<file path="src/rtl/mrot_pkg.sv">
// ---------------------------------------------------------------------------
// mrot_pkg
// Shared types and codes for the square matrix store with clockwise rotate.
// ---------------------------------------------------------------------------
package mrot_pkg;

  localparam int unsigned DATA_W   = 32;
  localparam int unsigned IDX_W    = 6;
  localparam int unsigned CMD_W    = 2;
  localparam int unsigned SIZE_W   = 7;
  localparam int unsigned APB_W    = 32;
  localparam int unsigned PADDR_W  = 3;

  // configuration register indexes
  localparam logic [0:0] REG_MATRIX_SIZE = 1'b0;

  typedef enum logic [CMD_W-1:0] {
    CMD_WRITE  = 2'd0,
    CMD_READ   = 2'd1,
    CMD_ROTATE = 2'd2,
    CMD_NOP    = 2'd3
  } cmd_t;

  typedef struct packed {
    cmd_t                     cmd;
    logic [IDX_W-1:0]         row;
    logic [IDX_W-1:0]         col;
    logic signed [DATA_W-1:0] value;
  } in_item_t;

  typedef struct packed {
    logic signed [DATA_W-1:0] read_value;
    logic                     out_of_range;
  } out_item_t;

  typedef struct packed {
    logic busy;
    logic rd_en;
    logic wr_en;
  } rot_ctl_t;

endpackage

</file>
<file path="src/rtl/mrot_rot_seq.sv">
// ---------------------------------------------------------------------------
// mrot_rot_seq
// Rotate sequencer: walks the rings from the outside in and performs one
// four-way element swap per step through the shared store ports.
// ---------------------------------------------------------------------------
module mrot_rot_seq #(
  parameter int unsigned MAX_SIDE = 64
) (
  input  logic                                 clk,
  input  logic                                 rst_n,
  input  logic                                 start,
  input  logic [$clog2(MAX_SIDE+1)-1:0]        side,
  input  logic [mrot_pkg::DATA_W-1:0]          rd_data,
  output mrot_pkg::rot_ctl_t                   ctl,
  output logic [$clog2(MAX_SIDE*MAX_SIDE)-1:0] rd_addr,
  output logic [$clog2(MAX_SIDE*MAX_SIDE)-1:0] wr_addr,
  output logic [mrot_pkg::DATA_W-1:0]          wr_data
);

  localparam int unsigned SW = $clog2(MAX_SIDE + 1);
  localparam int unsigned IW = $clog2(MAX_SIDE);
  localparam int unsigned AW = $clog2(MAX_SIDE * MAX_SIDE);

  typedef enum logic [6:0] {
    RS_IDLE  = 7'b0000001,
    RS_RD_LU = 7'b0000010,
    RS_RD_RU = 7'b0000100,
    RS_RD_RD = 7'b0001000,
    RS_RD_LD = 7'b0010000,
    RS_WR_LD = 7'b0100000,
    RS_WR_LU = 7'b1000000
  } rot_state_t;

  rot_state_t                  state_r, state_nxt;
  logic [IW-1:0]               first_r, first_nxt;
  logic [SW-1:0]               len_r, len_nxt;
  logic [IW-1:0]               i_r, i_nxt;
  logic [mrot_pkg::DATA_W-1:0] held_r, held_nxt;

  logic [IW-1:0] last, fi, li;
  logic [IW-1:0] rd_row, rd_col, wr_row, wr_col;
  logic          step_last;

  assign last      = IW'(SW'(first_r) + len_r - SW'(1));
  assign fi        = first_r + i_r;
  assign li        = last - i_r;
  assign step_last = (i_r == IW'(len_r - SW'(2)));

  always_comb begin
    rd_row = first_r;
    rd_col = fi;
    unique case (state_r)
      RS_RD_RU: begin
        rd_row = fi;
        rd_col = last;
      end
      RS_RD_RD: begin
        rd_row = last;
        rd_col = li;
      end
      RS_RD_LD: begin
        rd_row = li;
        rd_col = first_r;
      end
      default: begin
        rd_row = first_r;
        rd_col = fi;
      end
    endcase
  end

  always_comb begin
    wr_row = first_r;
    wr_col = fi;
    unique case (state_r)
      RS_RD_RD: begin
        wr_row = fi;
        wr_col = last;
      end
      RS_RD_LD: begin
        wr_row = last;
        wr_col = li;
      end
      RS_WR_LD: begin
        wr_row = li;
        wr_col = first_r;
      end
      default: begin
        wr_row = first_r;
        wr_col = fi;
      end
    endcase
  end

  assign rd_addr = AW'(rd_row) * AW'(MAX_SIDE) + AW'(rd_col);
  assign wr_addr = AW'(wr_row) * AW'(MAX_SIDE) + AW'(wr_col);
  assign wr_data = held_r;

  assign ctl.busy  = (state_r != RS_IDLE);
  assign ctl.rd_en = (state_r == RS_RD_LU) || (state_r == RS_RD_RU) ||
                     (state_r == RS_RD_RD) || (state_r == RS_RD_LD);
  assign ctl.wr_en = (state_r == RS_RD_RD) || (state_r == RS_RD_LD) ||
                     (state_r == RS_WR_LD) || (state_r == RS_WR_LU);

  always_comb begin
    state_nxt = state_r;
    first_nxt = first_r;
    len_nxt   = len_r;
    i_nxt     = i_r;
    held_nxt  = held_r;
    unique case (state_r)
      RS_IDLE: begin
        if (start) begin
          state_nxt = RS_RD_LU;
          first_nxt = '0;
          len_nxt   = side;
          i_nxt     = '0;
        end
      end
      RS_RD_LU: state_nxt = RS_RD_RU;
      RS_RD_RU: begin
        held_nxt  = rd_data;
        state_nxt = RS_RD_RD;
      end
      RS_RD_RD: begin
        held_nxt  = rd_data;
        state_nxt = RS_RD_LD;
      end
      RS_RD_LD: begin
        held_nxt  = rd_data;
        state_nxt = RS_WR_LD;
      end
      RS_WR_LD: begin
        held_nxt  = rd_data;
        state_nxt = RS_WR_LU;
      end
      RS_WR_LU: begin
        if (!step_last) begin
          i_nxt     = i_r + IW'(1);
          state_nxt = RS_RD_LU;
        end else if (len_r > SW'(3)) begin
          first_nxt = first_r + IW'(1);
          len_nxt   = len_r - SW'(2);
          i_nxt     = '0;
          state_nxt = RS_RD_LU;
        end else begin
          state_nxt = RS_IDLE;
        end
      end
      default: state_nxt = RS_IDLE;
    endcase
  end

  always_ff @(posedge clk) begin
    if (!rst_n) begin
      state_r <= RS_IDLE;
      first_r <= '0;
      len_r   <= '0;
      i_r     <= '0;
      held_r  <= '0;
    end else begin
      state_r <= state_nxt;
      first_r <= first_nxt;
      len_r   <= len_nxt;
      i_r     <= i_nxt;
      held_r  <= held_nxt;
    end
  end

endmodule
</file>
<file path="config.mk">
export PLATFORM = sky130hd
export DESIGN_NAME = mrot_rot_seq
export DESIGN_NICKNAME = d
export VERILOG_FILES = /design/src/rtl/mrot_pkg.sv /design/src/rtl/mrot_rot_seq.sv
export SDC_FILE = /design/constraint.sdc
export NUM_CORES = 1
export LEC_CHECK = 0
export BUFFER_PORTS_ARGS = -buffer_cell sky130_fd_sc_hd__buf_2
export CORE_UTILIZATION = 59
export CTS_BUF_LIST = sky130_fd_sc_hd__clkbuf_2
export CTS_CLUSTER_SIZE = 8
export DETAILED_ROUTE_END_ITERATION = 10
export GPL_TIMING_DRIVEN = 0
export PLACE_DENSITY = 0.94
export SLEW_MARGIN = 40
export SYNTH_ARGS = -nofsm -noshare
export SYNTH_HDL_FRONTEND = slang
export SYNTH_SLANG_ARGS = --single-unit
</file>
<file path="constraint.sdc">
create_clock -name clk -period 8.88 [get_ports clk]
set_clock_uncertainty 0.15 [all_clocks]
set_input_delay 0.888 -clock clk [delete_from_list [all_inputs] [get_ports clk]]
set_output_delay 0.888 -clock clk [all_outputs]
set_load 0.05 [all_outputs]
</file>
Yosys cells after proc, flatten, opt, wreduce, memory -nomap -nowiden
Index checks and enable logic that the tools add are counted.
{ "word_totals": {"wordCells": 57, "register_bits": 58, "output_inout_bits": 59, "in_bits": 42} }
{ "op_classes": {"add_sub_neg": 9, "n_lt_le_gt_ge": 1, "n_reduce_logical": 10, "n_mux": 19, "eq_ne": 13} }
{ "ops": {"columns": ["op", "count"], "rows": [
  ["one-hot mux 6 bit (3 select lines)", 4],
  ["one-hot mux 7 bit (7 select lines)", 1],
  ["2-to-1 mux 6 bit", 5],
  ["2-to-1 mux 7 bit", 4],
  ["adder 12 x 6 -> 12 bit", 2],
  ["one-hot mux 6 bit (2 select lines)", 2],
  ["one-hot mux 7 bit (2 select lines)", 1],
  ["adder 6 x 1 -> 6 bit, second input constant", 2],
  ["adder 6 bit", 2],
  ["== test 7 x 1 -> 1 bit, second input constant", 1],
  ["== test 7 x 2 -> 1 bit, second input constant", 1],
  ["== test 7 x 3 -> 1 bit, second input constant", 1],
  ["== test 7 x 4 -> 1 bit, second input constant", 1],
  ["== test 7 x 5 -> 1 bit, second input constant", 1],
  ["== test 7 x 6 -> 1 bit, second input constant", 1],
  ["== test 7 bit, second input constant", 1],
  ["greater-than comparator 7 x 2 -> 1 bit, second input constant", 1],
  ["inequality test 7 x 1 -> 1 bit, second input constant", 1],
  ["subtractor 7 x 2 -> 7 bit, second input constant", 1],
  ["== test 6 bit", 1],
  ["logical OR 1 bit", 6],
  ["subtractor 6 x 1 -> 6 bit, second input constant", 1],
  ["subtractor 6 bit", 1],
  ["2-to-1 mux 2 bit", 2],
  ["other kinds (7)", 8]
]} }

Depth between registers and ports, before layout
{ "depth": {"depth_word": 5, "mapped_depth": 15, "mapped_depth_nobuf": 14} }

Least setup slack after synthesis
Ideal clock, no wire load.
{ "synth_path": {"path_kind": "register to output", "startpoint": "register first_r[1]", "endpoint": "output port rd_addr[5]", "path_slack_ps": 4239, "stages_incl_launch_ff": 15, "required_ps": 7842, "n_path_buf": 0, "arrival_ps": 3603, "cell_sequence": "dfxtp_1 inv_1 ha_1 inv_1 ha_1 inv_1 fa_1 inv_1 ha_1 o21a_1 o31a_1 o21ai_0 nand2b_1 or3_1 a2bb2oi_1"} }
{ "synth_via": {"elab_chain_cells": 5, "elab_cells_between_ends": 6, "classes_between": "add/sub (5); mux (1)"} }
{ "synth_lines": {"columns": ["element", "line", "rtl"], "rows": [
  ["start: declaration", "mrot_rot_seq.sv:35", "logic [IW-1:0] first_r, first_nxt;"],
  ["start signal: assignment", "mrot_rot_seq.sv:163", "first_r <= first_nxt;"],
  ["adder 6 bit", "mrot_rot_seq.sv:44", "assign last = IW'(SW'(first_r) + len_r - SW'(1));"],
  ["subtractor 6 x 1 -> 6 bit", "mrot_rot_seq.sv:44", null],
  ["subtractor 6 bit", "mrot_rot_seq.sv:46", "assign li = last - i_r;"],
  ["one-hot mux 6 bit (3 select lines) *", "mrot_rot_seq.sv:52", "unique case (state_r)"],
  ["adder 12 x 6 -> 12 bit *", "mrot_rot_seq.sv:95", "assign rd_addr = AW'(rd_row) * AW'(MAX_SIDE) + AW'(rd_col);"],
  ["end: declaration", "mrot_rot_seq.sv:15", "output logic [$clog2(MAX_SIDE*MAX_SIDE)-1:0] rd_addr,"]
]} }
Mark *: on every way between the ends. The rest lies on a longest branch, timed or not.

Final worst setup path
Same ends and word-level chain as after synthesis.

==> impl_metrics.json <==
{
  "cp-end-kind": "output port",
  "synthFlopType": "dfxtp_1",
  "cts_tree": "built",
  "area_delta_synth_final_pct": 18.9,
  "fin_area_um2": 4410,
  "peakVddDrop_mv": 0.101,
  "clock_path_buffers": 2,
  "reg2reg_to": "first_r[4]",
  "tightest_slew_ps": 713,
  "routed_wl_um": 11100,
  "port_buffers": 100,
  "start_util": 0.619,
  "max_slew_margin": 0.520,
  "first_iter_violations": 344,
  "syn_nets": 546,
  "fp.coreArea_um2": 5990,
  "final.period_utilization": 0.602,
  "synth_edf_count": 0,
  "hold_path_class": "flop to flop",
  "ios": 101,
  "cp_top_family": "adder cells",
  "max_cap_violations": 0,
  "ys_seq_elements": 58,
  "power_mw": 0.631,
  "grt_max_degree": 11,
  "reg2regPathDepth": 10,
  "firstDrtPassIters": 7,
  "rows": 28,
  "post_cts_buffers": 0,
  "holdPathStages": 2,
  "synthCells": 478,
  "rsz0062_at_grt": "no",
  "async_flop_share": 0,
  "crit_buf_inv": 4,
  "ys_seq_area_frac": 0.313,
  "p_per_area_nw_per_um2": 143,
  "vias": 4138,
  "synth_area_um2": 3710,
  "htree_num_levels": 3,
  "crit_type": "flop to output port",
  "rr_startpoint": "len_r[1]",
  "final_nets": 657,
  "drtAntennaViolNets": 0,
  "cts_sinks": 58,
  "grt_pass1_vias": 3859,
  "antenna_found_initial": 0,
  "tns_ps": 0,
  "critPathMaxStageDelay_ps": 660,
  "die_area_um2": 6600,
  "cp_slowest_cell": "dfxtp_1",
  "grt_first_pass_wirelength_um": 17300,
  "cp-start-kind": "flop",
  "via_per_inst": 6.19,
  "drive_gt1_frac": 0.222,
  "yosysUniqueCellTypes": 62,
  "fmax_ghz": 0.187,
  "min_from": "wr_data[16]",
  "antennaDiodeCount": 0,
  "dp_slack_ps": 4140,
  "required_ps": 7840,
  "cts_hold_buffers": 0,
  "reg2reg_slack_ps": 5820,
  "gp_congestion": 0.882,
  "clk_pin_slew_ps": 180,
  "cts_made_buffers": 9,
  "yosysWarnings": 0,
  "status": "completed",
  "hold_violations": 0,
  "whs_ps": 313,
  "avgSynthCellArea_um2": 7.75,
  "setup_viol": 0,
  "drc": 0,
  "place_hpwl_um": 8120,
  "p_leak_nw": 2.01,
  "maxSlewViolCount": 0,
  "hold_end": "wr_data[16]",
  "die_h_um": 81.3,
  "grt_usage": 0.343,
  "crit_arrival_ps": 4310,
  "fillers": 453,
  "placed_cell_area_um2": 4300,
  "die_x_um": 81.3,
  "cts_root_buffer": "clkbuf_2",
  "clk_latency_ps": 480,
  "crit_chain": "inv_1 > ha_1 > inv_1 > ha_1 > inv_1 > fa_1 > xnor2_1 > ha_1 > o21a_1 > o31a_1 > o21ai_0 > nand2b_1 > or3_1 > a2bb2oi_1 > buf_2",
  "layout_setup_ws_ps": 3540,
  "cts_resized": 0,
  "cp_max_fo": 10,
  "detail_route.wl_per_cell_um": 16.7,
  "grt-ovfl-total": 0,
  "period_needed_ps": 5340
}
## worst reg2reg max path, cell delays in order, from the launching register on
cell,delay (ps)
dfxtp_1,350
buf_2,170
inv_1,120
ha_1,280
nor3b_1,390
xnor2_1,190
nand4_2,190
or3_1,390
buf_2,180
or4_1,470
a21oi_1,140
## kinds of logic (layout without fill, tap and decap cells)
| family | Yosys count | in the layout | share of synthesized area |
|---|---|---|---|
| xor gates and xnor gates | 27 | 27 | 0.0658 |
| adders and majority gates | 26 | 26 | 0.0939 |
| buffers and inverters | 57 | 173 | 0.0594 |
| muxes | 3 | 3 | 0.00878 |
| DFF | 58 | 58 | 0.313 |
| AOI/OAI and AO/OA | 139 | 139 | 0.238 |
| and+or+nand+nor | 168 | 168 | 0.220 |
## metrics by stage
step | cells | utilization
floorplan | 478 | -
global placement | 653 | 0.718
detailed placement | 653 | 0.718
CTS | 669 | 0.736
global route | 669 | 0.736
finish | 669 | 0.736
## cell type report
cell class              count  area, um^2  area share
plain buffers              25         100      0.0227
inverters                  32         120      0.0272
clock buffers              10        50.0      0.0114
well taps                  75        93.8      0.0213
clock inverters             6        57.6      0.0131
multi-input cells         363        2320       0.527
repair buffers            100         500       0.114
flip-flops and latches     58        1160       0.263
## power by group
part           internal (mW)  switching [mW]  total [mW]
clock network         0.0637           0.103       0.167
registers              0.266         0.00931       0.276
logic                 0.0680           0.121       0.189
total                  0.398           0.233       0.631
## layout by cell type, fill, tap and decap left out, types with 3 or more instances in the layout
cell,count
clkbuf_1,20
a21o_1,5
nor2_1,26
a22oi_1,6
nand2_1,89
a21oi_1,58
o21ai_0,23
o21a_1,3
xnor2_1,12
a2bb2oi_1,3
nor3_1,3
and3_1,3
fa_1,3
o22ai_1,5
a211oi_1,3
dfxtp_1,58
clkbuf_2,10
xor2_1,14
inv_1,32
ha_1,23
buf_2,105
nand3_1,9
o211ai_1,5
or3_1,8
a221o_1,12
nor2b_1,4
## cell usage after synthesis (6+ instances only)
library cell	count	area, um^2
a21oi_1	58	290
a221o_1	12	120
a22oi_1	6	45.0
clkbuf_1	20	75.1
dfxtp_1	58	1160
ha_1	23	288
inv_1	32	120
nand2_1	89	334
nand3_1	9	45.0
nor2_1	26	97.6
o21ai_0	23	115
or3_1	8	50.1
xnor2_1	12	105
xor2_1	14	123
## layer usage
layer  track usage  share of wire  up-vias
met5             0              0        -
met1         0.398           0.39     1911
met4         0.213          0.041        0
met2         0.575           0.48      256
li1              -              -     1906
met3        0.0730          0.086       65
## how the worst max path moves through the flow
stage               start          to  slack (ps)  cells past startpoint
2_1_floorplan  first_r[1]  rd_addr[5]        4240                     14
3_5_place_dp   first_r[1]  rd_addr[5]        4140                     15
5_1_grt        first_r[1]  rd_addr[5]        3360                     15
4_1_cts        first_r[1]  rd_addr[5]        3620                     15
6_report       first_r[1]  rd_addr[5]        3540                     15
3_3_place_gp   first_r[1]  rd_addr[5]        4260                     15
## sequential cells by signal, indices dropped and copies added (netlist names)
name and count:
first_r 6, i_r 6, len_r 7, state_r 7
wr_data 32
Power figures use the tool's default switching activity.
